--- src/srrt_pkg.sv ---
`timescale 1ns / 1ps
// ----------------------------------------------------------------------------
// srrt_pkg: shared types and codes for the sorted region range table
// Operation and status codes, the per-cell move command and the compare
// flags that each cell returns to the control logic.
// ----------------------------------------------------------------------------
package srrt_pkg;

  localparam int KIND_W   = 2;
  localparam int STATUS_W = 3;
  localparam int USED_W   = 5;

  localparam logic [KIND_W-1:0] KIND_ADD    = 2'd0;
  localparam logic [KIND_W-1:0] KIND_REMOVE = 2'd1;
  localparam logic [KIND_W-1:0] KIND_LOOKUP = 2'd2;

  localparam logic [STATUS_W-1:0] ST_OK       = 3'd0;
  localparam logic [STATUS_W-1:0] ST_EMPTY    = 3'd1;
  localparam logic [STATUS_W-1:0] ST_OVERLAP  = 3'd2;
  localparam logic [STATUS_W-1:0] ST_FULL     = 3'd3;
  localparam logic [STATUS_W-1:0] ST_NOTFOUND = 3'd4;

  // What a cell loads on the next edge.
  typedef enum logic [1:0] {
    CELL_HOLD    = 2'd0,
    CELL_LOAD    = 2'd1,
    CELL_FROM_LO = 2'd2,
    CELL_FROM_HI = 2'd3
  } cell_op_t;

  // Compare results of one cell against the current command.
  typedef struct packed {
    logic overlap;
    logic start_lt;
    logic tag_eq;
    logic contains;
  } cell_flag_t;

endpackage

--- src/srrt_cell.sv ---
`timescale 1ns / 1ps
// ----------------------------------------------------------------------------
// srrt_cell: one entry of the range table
// Holds one range and its tag, compares it against the broadcast command
// every cycle and moves data to or from its neighbors on command.
// ----------------------------------------------------------------------------
module srrt_cell #(
  parameter int ADDR_BITS = 48,
  parameter int TAG_BITS  = 8
) (
  input  logic                 clk,
  input  srrt_pkg::cell_op_t   op,
  input  logic [ADDR_BITS-1:0] cmd_start,
  input  logic [ADDR_BITS-1:0] cmd_end,
  input  logic [TAG_BITS-1:0]  cmd_tag,
  input  logic [ADDR_BITS-1:0] cmd_probe,
  input  logic [ADDR_BITS-1:0] lo_start,
  input  logic [ADDR_BITS-1:0] lo_end,
  input  logic [TAG_BITS-1:0]  lo_tag,
  input  logic [ADDR_BITS-1:0] hi_start,
  input  logic [ADDR_BITS-1:0] hi_end,
  input  logic [TAG_BITS-1:0]  hi_tag,
  output logic [ADDR_BITS-1:0] ent_start,
  output logic [ADDR_BITS-1:0] ent_end,
  output logic [TAG_BITS-1:0]  ent_tag,
  output srrt_pkg::cell_flag_t flags
);
  import srrt_pkg::*;

  logic [ADDR_BITS-1:0] start_r, start_nxt;
  logic [ADDR_BITS-1:0] end_r, end_nxt;
  logic [TAG_BITS-1:0]  tag_r, tag_nxt;
  cell_flag_t           flags_r, flags_nxt;

  always_comb begin
    start_nxt = start_r;
    end_nxt   = end_r;
    tag_nxt   = tag_r;
    case (op)
      CELL_HOLD: begin
      end
      CELL_LOAD: begin
        start_nxt = cmd_start;
        end_nxt   = cmd_end;
        tag_nxt   = cmd_tag;
      end
      CELL_FROM_LO: begin
        start_nxt = lo_start;
        end_nxt   = lo_end;
        tag_nxt   = lo_tag;
      end
      CELL_FROM_HI: begin
        start_nxt = hi_start;
        end_nxt   = hi_end;
        tag_nxt   = hi_tag;
      end
      default: begin
      end
    endcase
  end

  // Compare held range against the command.
  always_comb begin
    flags_nxt.overlap  = (cmd_start < end_r) && (start_r < cmd_end);
    flags_nxt.start_lt = start_r < cmd_start;
    flags_nxt.tag_eq   = tag_r == cmd_tag;
    flags_nxt.contains = (cmd_probe >= start_r) && (cmd_probe < end_r);
  end

  always_ff @(posedge clk) begin
    start_r <= start_nxt;
    end_r   <= end_nxt;
    tag_r   <= tag_nxt;
    flags_r <= flags_nxt;
  end

  assign ent_start = start_r;
  assign ent_end   = end_r;
  assign ent_tag   = tag_r;
  assign flags     = flags_r;

endmodule

--- config.mk ---
export PLATFORM = sky130hd
export DESIGN_NAME = srrt_cell
export DESIGN_NICKNAME = d
export VERILOG_FILES = /design/src/srrt_pkg.sv /design/src/srrt_cell.sv
export SDC_FILE = /design/constraint.sdc
export NUM_CORES = 1
export LEC_CHECK = 0
export BUFFER_PORTS_ARGS = -buffer_cell sky130_fd_sc_hd__buf_4
export CORE_AREA = 2 2 181 183
export CTS_CLUSTER_DIAMETER = 150
export DETAILED_ROUTE_END_ITERATION = 10
export DIE_AREA = 0 0 183 185
export SYNTH_ARGS = -nofsm -noshare
export SYNTH_HDL_FRONTEND = slang
export SYNTH_SLANG_ARGS = --single-unit
--- constraint.sdc ---
create_clock -name clk -period 4.7 [get_ports clk]
set_input_delay 1.175 -clock clk [delete_from_list [all_inputs] [get_ports clk]]
set_output_delay 1.175 -clock clk [all_outputs]
set_load 0.01 [all_outputs]
---- Word-level counts from Yosys, hierarchy flattened ----
Cells that the tools add are included.
operators by class
  $lt $le $gt $ge ......................... 5
  equal/unequal tests ..................... 4
  muxes and demuxes ....................... 3
  reduce and logical (&&, ||, !) cells .... 3
operators by type and width
  kind                                           count
  one-hot mux 48 bit (3 select lines)            2
  less-than comparator 48 bit                    4
  >= comparator 48 bit                           1
  one-hot mux 8 bit (3 select lines)             1
  == test 8 bit                                  1
  == test 2 bit, second input constant           2
  nonzero test 3 bit                             1
  == test 2 x 1 -> 1 bit, second input constant  1
  logical AND 1 bit                              2
storage, ports and cells
  flip-flop bits (word level) ............. 108
  logic and storage cells ................. 22

---- Longest topological paths before layout ----
Gate-level depths: netlist (run 1).
  word-level depth ........................ 2
  depth in mapped cells ................... 8

---- Least setup slack after synthesis (run 1) ----
Ideal clock, no wire load.
  kind .................................... input to register
  start ................................... input port op[0]
  end ..................................... register end_r[0], in the netlist ent_end[0] (enable)
  library setup time ...................... 0.418 ns
  data arrival time ....................... 3.181 ns
  data required time ...................... 4.282 ns
  path slack .............................. 1.101 ns
  stages .................................. 4
  cells stage by stage .................... clkbuf_1 buf_2 buf_2 or2_2
on the way
  word-level cells in the longest chain between the ends .. 2
RTL lines
  item                                                            RTL line         RTL
  start, declared                                                 srrt_cell.sv:12  input srrt_pkg::cell_op_t op,
  == test 2 bit / == test 2 x 1 -> 1 bit (equally long branches)  srrt_cell.sv:39  case (op)
  nonzero test 3 bit (no source line) *                           --
  end signal, assigned                                            srrt_cell.sv:72  end_r <= end_nxt;
  end, declared                                                   srrt_cell.sv:31  logic [ADDR_BITS-1:0] end_r, end_nxt;
Every way passes the cells marked *; elsewhere a longest branch is shown, timed or not.
A chain may end at the register's enable or synchronous reset.

==> results of run 1 <==
## cell type report
cell class	count	area (sq um)	area share
repair buffers	477	3601	0.2347
inverters	189	709.4	0.04623
flip-flops and latches	108	3203	0.2087
multi-input cells	919	7033	0.4583
clock buffers	12	256.5	0.01671
well taps	408	510.5	0.03327
clock inverters	4	32.53	0.002120
## per-stage QoR
stage | power, uW | cells
6_report | 3591 | 2117
2_1_floorplan | 2071 | 1251
3_5_place_dp | 2824 | 2101
3_3_place_gp | 2790 | 2101
4_1_cts | 3643 | 2117
5_1_grt | 3846 | 2117
## layer usage
metal	vias to the layer above	part of all wire	global-route usage	wire length, um
met2	361	0.51	0.4377	20650
met1	4942	0.40	0.2674	16070
li1	5403	-	-	-
met3	39	0.070	0.04640	2818
met5	-	0.00030	0	12
met4	2	0.019	0.06528	785
## placed cells by master (no fill, tap or decap), drive strengths merged, types with 5 or more instances in the layout
| master | instances |
|---|---|
| a221oi | 5 |
| a211oi | 9 |
| nand4 | 36 |
| a21o | 46 |
| a31oi | 5 |
| clkbuf | 12 |
| ha | 236 |
| nor4 | 7 |
| buf | 477 |
| nor3 | 13 |
| nand3 | 10 |
| edfxtp | 104 |
| nor2 | 125 |
| a21oi | 184 |
| inv | 190 |
| or2 | 5 |
| nor2b | 5 |
| xnor2 | 8 |
| mux2i | 104 |
| o21ai | 33 |
| nand2 | 53 |
## path summary, 6_finish.rpt
kind | slack (ns) | cells after the start | endpoint
max reg2reg | 1.93 | 7 | flags[3]
max | 1.47 | 7 | flags[3]
min | 0.58 | 3 | flags[1]
min reg2reg | 0.58 | 3 | flags[1]
## flip-flops by register name, summed over array words and instances, names as in the netlist
signal,flops
ent_tag,8
flags,4
ent_end,48
ent_start,48
## logic make-up (layout without fill, tap and decap cells)
kind of cell | count (synthesis) | after routing
buffers and inverters | 224 | 682
flip-flops | 108 | 108
adder cells (fa/ha/maj) | 236 | 236
AND/OR/NAND/NOR | 268 | 268
XOR/XNOR | 8 | 8
AO/OA/AOI/OAI | 303 | 303
multiplexers | 104 | 104
## where the power goes
part | internal, uW | switching, uW
registers | 1200 | 120
logic | 732 | 747
clock network | 394 | 403
total | 2320 | 1270
## worst min-delay path: cells and delay by family, from the launching register on
| family | cells | cell delay [ns] |
|---|---|---|
| simple gates | 2 | 0.10 |
| xor+xnor | 1 | 0.07 |
| flops | 1 | 0.37 |
==> impl_metrics.prom, run 1 <==
# TYPE chip_impl_metric gauge
chip_impl_info{name="status",value="completed"} 1
chip_impl_metric{name="final_net_count",unit=""} 2303
chip_impl_metric{name="floorplan.initialDensity",unit=""} 0.3460
chip_impl_metric{name="power.density_cell_area",unit="mW/mm^2"} 234.0
chip_impl_metric{name="synthSimpleGateAreaFrac",unit=""} 0.1097
chip_impl_metric{name="drt-initial-drc-count",unit=""} 465
chip_impl_metric{name="synthesis.area_per_instance",unit="sq um"} 8.862
chip_impl_metric{name="worstMarginPinSlew",unit="ns"} 0.9527
chip_impl_metric{name="relative_area_change_from_synthesis_to_final_layout",unit="%"} 38.42
chip_impl_info{name="critPathKind",value="input port to flip-flop"} 1
chip_impl_metric{name="synth_fp_nets",unit=""} 1850
chip_impl_metric{name="cp_data_arrival_time",unit="ns"} 3.49
chip_impl_info{name="worstSetupEndpointType",value="flip-flop"} 1
chip_impl_metric{name="pre_cts_slack",unit="ns"} 0.9959
chip_impl_metric{name="hold_ws",unit="ns"} 0.5793
chip_impl_metric{name="top_level_i_o_count",unit=""} 471
chip_impl_metric{name="leakage",unit="uW"} 0.008197
chip_impl_metric{name="min_period",unit="ns"} 3.232
chip_impl_metric{name="overflow",unit=""} 0
chip_impl_metric{name="floorplan.die.height",unit="um"} 185
chip_impl_metric{name="timing.critical_path.slowest_cell_delay",unit="ns"} 0.78
chip_impl_metric{name="routedWlPerCell",unit="um"} 19.05
chip_impl_metric{name="ant_diodes",unit=""} 0
chip_impl_metric{name="vdd_ir_drop_max",unit="V"} 0.0001540
chip_impl_metric{name="post_drt_via_cell_ratio",unit=""} 5.077
chip_impl_metric{name="postSynthCellCount",unit=""} 1251
chip_impl_metric{name="drt_first_pass_iters",unit=""} 5
chip_impl_metric{name="synth-xor-area-share",unit=""} 0.006320
chip_impl_metric{name="detail-route-antenna-nets",unit=""} 0
chip_impl_info{name="ys.flop_type",value="edfxtp_1"} 1
chip_impl_metric{name="yosysSeqAreaShare",unit=""} 0.2889
chip_impl_metric{name="fraction_of_the_mapped_netlist_area_in_compound_gates",unit=""} 0.1579
chip_impl_metric{name="synthArstFlopShare",unit=""} 0
chip_impl_metric{name="skew",unit="ns"} 0.006728
chip_impl_metric{name="post_route_cells_drive_above_1_share",unit=""} 0.2908
chip_impl_metric{name="layout_utilization",unit=""} 0.4790
chip_impl_metric{name="cts.repair_timing.setup_buffer_count",unit=""} 0
chip_impl_metric{name="gr-usage-all-layers",unit=""} 0.2331
chip_impl_metric{name="antenna_found_initial",unit=""} 1
chip_impl_info{name="yosysMostFrequentCell",value="ha_1"} 1
chip_impl_metric{name="syn-cell-area",unit="sq mm"} 0.01109
chip_impl_info{name="tritoncts",value="built"} 1
chip_impl_metric{name="max_cap_violations",unit=""} 0
chip_impl_metric{name="cts_max_path_buffers",unit=""} 2
chip_impl_info{name="critPathLaunchType",value="input port"} 1
chip_impl_info{name="synth.top_cells.by_area",value="edfxtp_1 28%, ha_1 27%, mux2i_1 9.4%"} 1
chip_impl_metric{name="setup_ws",unit="ns"} 1.468
chip_impl_metric{name="mux_share_of_post_synthesis_cell_area",unit=""} 0.09389
chip_impl_metric{name="hold_bufs_at_cts",unit=""} 0
chip_impl_metric{name="final.period_utilization",unit=""} 0.6877
chip_impl_info{name="cell_type_with_the_highest_aggregate_area_in_the_netlist",value="edfxtp_1"} 1
chip_impl_metric{name="floorplan.die_area",unit="sq mm"} 0.03386
chip_impl_metric{name="count_of_clock_tree_sinks",unit=""} 108
chip_impl_metric{name="dp.final_hpwl",unit="um"} 34250
chip_impl_metric{name="netlist.area_leader.share",unit=""} 0.2817
chip_impl_metric{name="routed_wire_length",unit="um"} 40330
chip_impl_info{name="dominant_combinational_cell_family_by_area_after_synthesis",value="adder cells"} 1
chip_impl_info{name="hp-start",value="ent_tag[3]"} 1
chip_impl_metric{name="synth_edf_count",unit=""} 104
chip_impl_info{name="cpMaxStageDelayCell",value="nor4_1"} 1
chip_impl_metric{name="req_time_crit_path",unit="ns"} 4.96
chip_impl_metric{name="clkTransAtPathRegs",unit="ns"} 0.08
chip_impl_metric{name="worst-path-max-fanout",unit=""} 3
chip_impl_metric{name="finalMaxSlewViolations",unit=""} 0
chip_impl_metric{name="hold_viol",unit=""} 0
chip_impl_metric{name="place_congestion",unit=""} 0.8672
chip_impl_metric{name="first_pass_grt_wire_length",unit="um"} 59890
chip_impl_info{name="grt_setup_unrepaired",value="no"} 1
chip_impl_metric{name="post_synth_num_cell_types",unit=""} 42
chip_impl_metric{name="number_of_standard_cell_rows_in_the_floorplan",unit=""} 66
chip_impl_info{name="synth.top_cells.by_count",value="236 x ha_1, 189 x inv_1, 184 x a21oi_1"} 1
chip_impl_metric{name="synth_fa_ha_area_frac",unit=""} 0.2663
chip_impl_metric{name="achievable-frequency",unit="GHz"} 0.3094
chip_impl_metric{name="worstSkewPairLatency",unit="ns"} 0.37
chip_impl_metric{name="remaining_drc_errors",unit=""} 0
chip_impl_metric{name="slew_headroom",unit=""} 0.3590
chip_impl_metric{name="ys_seq_elements",unit=""} 108
chip_impl_info{name="critical-path-top-delay-family",value="simple AND/OR/NAND/NOR gates"} 1
chip_impl_info{name="holdCritPathClass",value="flip-flop to flip-flop"} 1
chip_impl_info{name="ordered_list_of_cells_on_the_worst_path",value="buf_4 > ha_1 > nand4_1 > or2_2 > nor4_1 > o31ai_1 > and4_1"} 1
chip_impl_metric{name="buffer_ports.inserted",unit=""} 470
chip_impl_metric{name="number_of_clock_buffers_inserted_by_tritoncts",unit=""} 9
chip_impl_metric{name="postLayoutCellArea",unit="sq mm"} 0.01535
chip_impl_metric{name="totalNegativeSetupSlack",unit="ns"} 0
chip_impl_metric{name="core_region_area",unit="sq mm"} 0.03204
chip_impl_metric{name="count_of_buffer_and_inverter_cells_on_the_critical_path",unit=""} 1
chip_impl_info{name="ctsRootBufferMaster",value="clkbuf_16"} 1
chip_impl_metric{name="placement.cell_area",unit="sq mm"} 0.01506
chip_impl_metric{name="htree_num_levels",unit=""} 3
chip_impl_metric{name="die_x",unit="um"} 183
chip_impl_metric{name="setup-violations-final",unit=""} 0
chip_impl_info{name="crit_path_start",value="cmd_start[46]"} 1
chip_impl_metric{name="count_of_yosys_warnings_during_synthesis",unit=""} 0
chip_impl_metric{name="fillerInstances",unit=""} 3166
chip_impl_metric{name="postCtsResizedCells",unit=""} 0
chip_impl_info{name="r2r_start",value="ent_end[47]"} 1
chip_impl_metric{name="grt_max_degree",unit=""} 209
chip_impl_metric{name="vias",unit=""} 10750
chip_impl_metric{name="first_global_vias",unit=""} 10840
Note: power is estimated with default switching activity, not from simulation.
==> run 2: changes to the inputs <==
Settings changed: CORE_AREA 2 2 181 183 to 2 2 185 187, DIE_AREA 0 0 183 185 to 0 0 187 189.
Clock period 4.7 ns to 2.6 ns, I/O delays scaled along.
==> impl_metrics.prom, run 2 (synthesized netlist as in run 1, its figures left out) <==
# TYPE chip_impl_metric gauge
chip_impl_info{name="critPathKind",value="flip-flop to flip-flop"} 1
chip_impl_metric{name="gr-usage-all-layers",unit=""} 0.2267
chip_impl_metric{name="first_pass_grt_wire_length",unit="um"} 62090
chip_impl_metric{name="totalNegativeSetupSlack",unit="ns"} 0
chip_impl_metric{name="floorplan.initialDensity",unit=""} 0.3331
chip_impl_metric{name="routed_wire_length",unit="um"} 40840
chip_impl_metric{name="floorplan.die_area",unit="sq mm"} 0.03534
chip_impl_metric{name="drt-initial-drc-count",unit=""} 393
chip_impl_metric{name="layout_utilization",unit=""} 0.4708
chip_impl_metric{name="antenna_found_initial",unit=""} 1
chip_impl_metric{name="post_drt_via_cell_ratio",unit=""} 4.941
chip_impl_metric{name="max_cap_violations",unit=""} 0
chip_impl_metric{name="min_period",unit="ns"} 2.337
chip_impl_metric{name="share_clk_of_total_power",unit=""} 0.228
chip_impl_metric{name="power.sequential.fraction",unit=""} 0.360
chip_impl_metric{name="setup_ws",unit="ns"} 0.2629
chip_impl_metric{name="number_of_clock_buffers_inserted_by_tritoncts",unit=""} 9
chip_impl_metric{name="core_region_area",unit="sq mm"} 0.03328
chip_impl_metric{name="top_level_i_o_count",unit=""} 471
chip_impl_metric{name="power_switching",unit="uW"} 2342
chip_impl_info{name="critPathLaunchType",value="flip-flop"} 1
chip_impl_metric{name="final_cells",unit=""} 2184
chip_impl_info{name="dr.max_layer_used",value="met5"} 1
chip_impl_metric{name="leakage",unit="uW"} 0.008363
chip_impl_metric{name="cts.repair_timing.setup_buffer_count",unit=""} 0
chip_impl_metric{name="die_x",unit="um"} 187
chip_impl_metric{name="relative_area_change_from_synthesis_to_final_layout",unit="%"} 41.34
chip_impl_metric{name="worst-path-max-fanout",unit=""} 3
chip_impl_metric{name="req_time_crit_path",unit="ns"} 2.87
chip_impl_metric{name="pre_cts_slack",unit="ns"} -0.1608
chip_impl_metric{name="slew_headroom",unit=""} 0.6122
chip_impl_metric{name="combPwrFrac",unit=""} 0.412
chip_impl_metric{name="buffer_ports.inserted",unit=""} 470
chip_impl_metric{name="detail-route-antenna-nets",unit=""} 0
chip_impl_info{name="tritoncts",value="built"} 1
chip_impl_metric{name="final_net_count",unit=""} 2330
chip_impl_metric{name="ant_diodes",unit=""} 0
chip_impl_metric{name="post_route_cells_drive_above_1_share",unit=""} 0.3018
chip_impl_metric{name="hold_bufs_at_cts",unit=""} 0
chip_impl_metric{name="final.period_utilization",unit=""} 0.8989
chip_impl_metric{name="netSwitchingFraction",unit=""} 0.3533
chip_impl_metric{name="number_of_standard_cell_rows_in_the_floorplan",unit=""} 67
chip_impl_metric{name="postCtsResizedCells",unit=""} 0
chip_impl_metric{name="worstSkewPairLatency",unit="ns"} 0.36
chip_impl_metric{name="achievable-frequency",unit="GHz"} 0.4279
chip_impl_metric{name="routedWlPerCell",unit="um"} 18.70
chip_impl_metric{name="setup-violations-final",unit=""} 0
chip_impl_info{name="mostFrequentLayoutCells",value="496 x buf_4, 236 x ha_1, 189 x inv_1, 184 x a21oi_1, 125 x nor2_1"} 1
chip_impl_metric{name="htree_num_levels",unit=""} 3
chip_impl_metric{name="cp_data_arrival_time",unit="ns"} 2.61
chip_impl_info{name="worstSetupEndpointType",value="flip-flop"} 1
chip_impl_metric{name="overflow",unit=""} 0
chip_impl_metric{name="place_congestion",unit=""} 0.9025
chip_impl_info{name="grt_setup_unrepaired",value="no"} 1
chip_impl_metric{name="first_global_vias",unit=""} 11180
chip_impl_metric{name="dp.final_hpwl",unit="um"} 34800
chip_impl_metric{name="count_of_clock_tree_sinks",unit=""} 108
chip_impl_metric{name="floorplan.die.height",unit="um"} 189
chip_impl_metric{name="remaining_drc_errors",unit=""} 0
chip_impl_metric{name="skew",unit="ns"} 0.006523
chip_impl_metric{name="dp_cells",unit=""} 2168
chip_impl_info{name="status",value="completed"} 1
chip_impl_metric{name="power.density_cell_area",unit="mW/mm^2"} 422.9
chip_impl_info{name="holdCritPathClass",value="flip-flop to flip-flop"} 1
chip_impl_metric{name="finalMaxSlewViolations",unit=""} 0
chip_impl_metric{name="grt_max_degree",unit=""} 119
chip_impl_metric{name="vdd_ir_drop_max",unit="V"} 0.0004729
chip_impl_metric{name="met3_length",unit="um"} 2319
chip_impl_metric{name="met2WireLength",unit="um"} 20870
chip_impl_metric{name="worstMarginPinSlew",unit="ns"} 0.5744
chip_impl_metric{name="vias",unit=""} 10790
chip_impl_info{name="ctsRootBufferMaster",value="clkbuf_16"} 1
chip_impl_metric{name="drt_first_pass_iters",unit=""} 5
chip_impl_metric{name="met1_length",unit="um"} 16960
chip_impl_metric{name="internal-power",unit="uW"} 4286
chip_impl_metric{name="cts_max_path_buffers",unit=""} 2
chip_impl_info{name="layout_commonest_cell",value="buf_4"} 1
chip_impl_metric{name="hold_viol",unit=""} 0
chip_impl_metric{name="clkTransAtPathRegs",unit="ns"} 0.08
run 2: changes by cell type in the layout (fill, tap and decap cells not counted), sizes merged:
cell / delta
clkinvlp: -1
clkinv: +1
clkbuf: -3
buf: +27
bufinv: +1
inv: +2
run 2: per-stage QoR:
stage	hold WS (ns)	total power [uW]	instance area, sq um
2_1_floorplan	0.5998	3742	11090
4_1_cts	0.5671	6735	15670
5_1_grt	0.5710	7110	15670
6_report	0.5803	6628	15670
3_5_place_dp	0.5742	5179	15370
3_3_place_gp	0.5704	5105	15370
run 2: worst max-delay path, stage by stage (launching register included):
cell      delay (ns)
edfxtp_1        0.36
buf_4           0.13
inv_1           0.04
ha_1            0.28
a211o_1         0.12
a31oi_1         0.05
nor4_1          0.48
buf_4           0.19
o211ai_1        0.10
a41o_1          0.29
a211oi_1        0.23
run 2: power groups by stage:
stage | combinational (uW) | sequential [uW] | clock (uW)
after global routing | 3080 | 2410 | 1620
after global placement | 2680 | 2420 | 0
after CTS | 2770 | 2390 | 1580
final | 2730 | 2380 | 1510
after detailed placement | 2750 | 2420 | 0
after floorplan | 1310 | 2430 | 0
run 2: per-layer routing:
layer	up-vias	GRT usage
met1	4950	0.2692
li1	5459	-
met2	344	0.4206
met4	2	0.05006
met5	-	0
met3	37	0.04486
run 2: cell type report:
type	instances	area, sq um
Fill cell	3253	17610
Multi-Input combinational cell	919	7033
Inverter	189	709.4
Tap cell	448	560.5
Sequential cell	108	3203
Clock inverter	7	72.57
Clock buffer	9	225.2
Timing Repair Buffer	504	3866
run 2: final timing paths:
kind,slack (ns),cells after the start,endpoint,from
hold / removal,0.58,3,flags[1],ent_tag[3]
setup reg to reg,0.26,10,flags[0],ent_start[2]
setup / recovery,0.26,10,flags[0],ent_start[2]
hold reg to reg,0.58,3,flags[1],ent_tag[3]
==> run 3: changes to the inputs <==
Settings changed: PLACE_DENSITY set to 0.66.
==> impl_metrics.prom, run 3 (synthesized netlist as in run 1, its figures left out) <==
# TYPE chip_impl_metric gauge
chip_impl_info{name="r2r-end",value="flags[0]"} 1
chip_impl_metric{name="vdd_ir_drop_max",unit="V"} 0.0003233
chip_impl_metric{name="drt-initial-drc-count",unit=""} 428
chip_impl_metric{name="r2r_slack",unit="ns"} 0.26
chip_impl_info{name="worstSetupEndpointType",value="flip-flop"} 1
chip_impl_metric{name="final.period_utilization",unit=""} 0.8999
chip_impl_metric{name="hold_viol",unit=""} 0
chip_impl_metric{name="relative_area_change_from_synthesis_to_final_layout",unit="%"} 40.58
chip_impl_metric{name="final_net_count",unit=""} 2326
chip_impl_metric{name="gr-usage-all-layers",unit=""} 0.2250
chip_impl_metric{name="remaining_drc_errors",unit=""} 0
chip_impl_metric{name="first_pass_grt_wire_length",unit="um"} 61190
chip_impl_metric{name="place_congestion",unit=""} 0.8847
chip_impl_metric{name="leakage",unit="uW"} 0.008312
chip_impl_metric{name="htree_num_levels",unit=""} 3
chip_impl_metric{name="routedWlPerCell",unit="um"} 18.51
chip_impl_info{name="critPathKind",value="flip-flop to flip-flop"} 1
chip_impl_metric{name="count_of_clock_tree_sinks",unit=""} 108
chip_impl_metric{name="worstMarginPinSlew",unit="ns"} 0.6462
chip_impl_metric{name="post_drt_via_cell_ratio",unit=""} 4.922
chip_impl_metric{name="power.density_cell_area",unit="mW/mm^2"} 417.6
chip_impl_info{name="ctsRootBufferMaster",value="clkbuf_16"} 1
chip_impl_metric{name="floorplan.die.height",unit="um"} 189
chip_impl_metric{name="hold_bufs_at_cts",unit=""} 0
chip_impl_metric{name="postCtsResizedCells",unit=""} 0
chip_impl_metric{name="timing.critical_path.slowest_cell_delay",unit="ns"} 0.50
chip_impl_metric{name="worstSkewPairLatency",unit="ns"} 0.38
chip_impl_metric{name="ant_diodes",unit=""} 0
chip_impl_metric{name="overflow",unit=""} 0
chip_impl_metric{name="number_of_standard_cell_rows_in_the_floorplan",unit=""} 67
chip_impl_info{name="mostFrequentLayoutCells",value="494 x buf_4, 236 x ha_1, 189 x inv_1, 184 x a21oi_1, 125 x nor2_1"} 1
chip_impl_metric{name="area.sequential",unit="sq mm"} 0.003203
chip_impl_metric{name="routed_wire_length",unit="um"} 40350
chip_impl_metric{name="floorplan.initialDensity",unit=""} 0.3331
chip_impl_metric{name="dp.final_hpwl",unit="um"} 34480
chip_impl_info{name="hp-start",value="cmd_tag[3]"} 1
chip_impl_info{name="tritoncts",value="built"} 1
chip_impl_metric{name="achievable-frequency",unit="GHz"} 0.4274
chip_impl_metric{name="setup-violations-final",unit=""} 0
chip_impl_info{name="critPathLaunchType",value="flip-flop"} 1
chip_impl_metric{name="detail-route-antenna-nets",unit=""} 0
chip_impl_metric{name="cp_data_arrival_time",unit="ns"} 2.64
chip_impl_metric{name="hold_ws",unit="ns"} 0.5708
chip_impl_metric{name="multi_input_comb_area",unit="sq mm"} 0.007033
chip_impl_metric{name="vias",unit=""} 10730
chip_impl_info{name="status",value="completed"} 1
chip_impl_metric{name="finalMaxSlewViolations",unit=""} 0
chip_impl_info{name="r2r_start",value="ent_start[45]"} 1
chip_impl_metric{name="fillerInstances",unit=""} 3235
chip_impl_metric{name="buffer_ports.inserted",unit=""} 470
chip_impl_metric{name="skew",unit="ns"} 0.009319
chip_impl_info{name="cpMaxStageDelayCell",value="edfxtp_1"} 1
chip_impl_metric{name="min_period",unit="ns"} 2.340
chip_impl_metric{name="top_level_i_o_count",unit=""} 471
chip_impl_metric{name="antenna_found_initial",unit=""} 0
chip_impl_info{name="capture_endpoint_of_the_worst_hold_path",value="flags[1]"} 1
chip_impl_metric{name="req_time_crit_path",unit="ns"} 2.90
chip_impl_metric{name="slew_headroom",unit=""} 0.5692
chip_impl_metric{name="floorplan.die_area",unit="sq mm"} 0.03534
chip_impl_metric{name="core_region_area",unit="sq mm"} 0.03328
chip_impl_metric{name="grt_max_degree",unit=""} 100
chip_impl_info{name="layout_commonest_cell",value="buf_4"} 1
chip_impl_metric{name="drt_first_pass_iters",unit=""} 5
chip_impl_metric{name="first_global_vias",unit=""} 11130
chip_impl_info{name="grt_setup_unrepaired",value="no"} 1
chip_impl_metric{name="rr_worst_depth",unit=""} 8
chip_impl_info{name="ordered_list_of_cells_on_the_worst_path",value="inv_1 > ha_1 > nand4_1 > nor4_1 > buf_4 > nand2_1 > a41o_1 > a211oi_1"} 1
chip_impl_metric{name="die_x",unit="um"} 187
chip_impl_metric{name="totalNegativeSetupSlack",unit="ns"} 0
chip_impl_metric{name="total_power",unit="uW"} 6509
chip_impl_metric{name="number_of_clock_buffers_inserted_by_tritoncts",unit=""} 9
chip_impl_metric{name="clkTransAtPathRegs",unit="ns"} 0.08
chip_impl_metric{name="number_of_cells_on_the_worst_hold_path",unit=""} 4
chip_impl_metric{name="post_route_cells_drive_above_1_share",unit=""} 0.2997
chip_impl_info{name="holdCritPathClass",value="input port to flip-flop"} 1
chip_impl_metric{name="cts.repair_timing.setup_buffer_count",unit=""} 0
chip_impl_metric{name="max_cap_violations",unit=""} 0
chip_impl_metric{name="worst-path-max-fanout",unit=""} 4
chip_impl_metric{name="cts_max_path_buffers",unit=""} 2
run 3: worst max-delay path by stage:
stage / startpoint / end / slack (ns) / cells after the start
after global routing: ent_start[13] / flags[3] / 0.02 / 8
after global placement: cmd_end[13] / flags[3] / -0.07 / 10
after detailed placement: cmd_end[15] / flags[3] / -0.03 / 10
after CTS: ent_start[15] / flags[3] / 0.20 / 8
after floorplan: op[0] / ent_end[0] / 0.04 / 4
final: ent_start[45] / flags[0] / 0.26 / 8
run 3: cell type report:
| class | count | area share |
|---|---|---|
| clock buffer | 10 | 0.01469 |
| clock inverter | 6 | 0.002569 |
| inverter | 189 | 0.04552 |
| multi-input combinational | 919 | 0.4512 |
| sequential | 108 | 0.2055 |
| tap | 448 | 0.03596 |
| timing repair buffer | 500 | 0.2445 |
run 3: metrics by stage:
stage                     cells  setup slack [ns]  utilization  area, sq um
after CTS                  2180            0.2004       0.4683        15590
final                      2180            0.2603       0.4683        15590
after floorplan            1251           0.04207            -        11090
after global placement     2164          -0.06697       0.4602        15320
after global routing       2180           0.02245       0.4683        15590
after detailed placement   2164          -0.03251       0.4602        15320
run 3: routing by layer:
metal,GRT usage,vias to the layer above,share of wire
met3,0.04615,36,0.061
met4,0.06777,0,0.019
li1,-,5456,-
met5,0,-,0
met1,0.2619,4888,0.41
met2,0.4144,351,0.51
run 3: critical path, delay by kind of cell, from the launching register on:
kind                       cells  cell delay [ns]
and+or+nand+nor                3             0.66
adders and majority gates      1             0.30
DFF                            1             0.50
AOI/OAI and AO/OA              2             0.53
buffers and inverters          2             0.26
run 3: power by group:
part	switching [uW]	leakage, uW	internal (uW)
registers	213	0.00108	2160
clock network	748	0.000123	652
logic	1380	0.00711	1360
total	2340	0.00831	4170
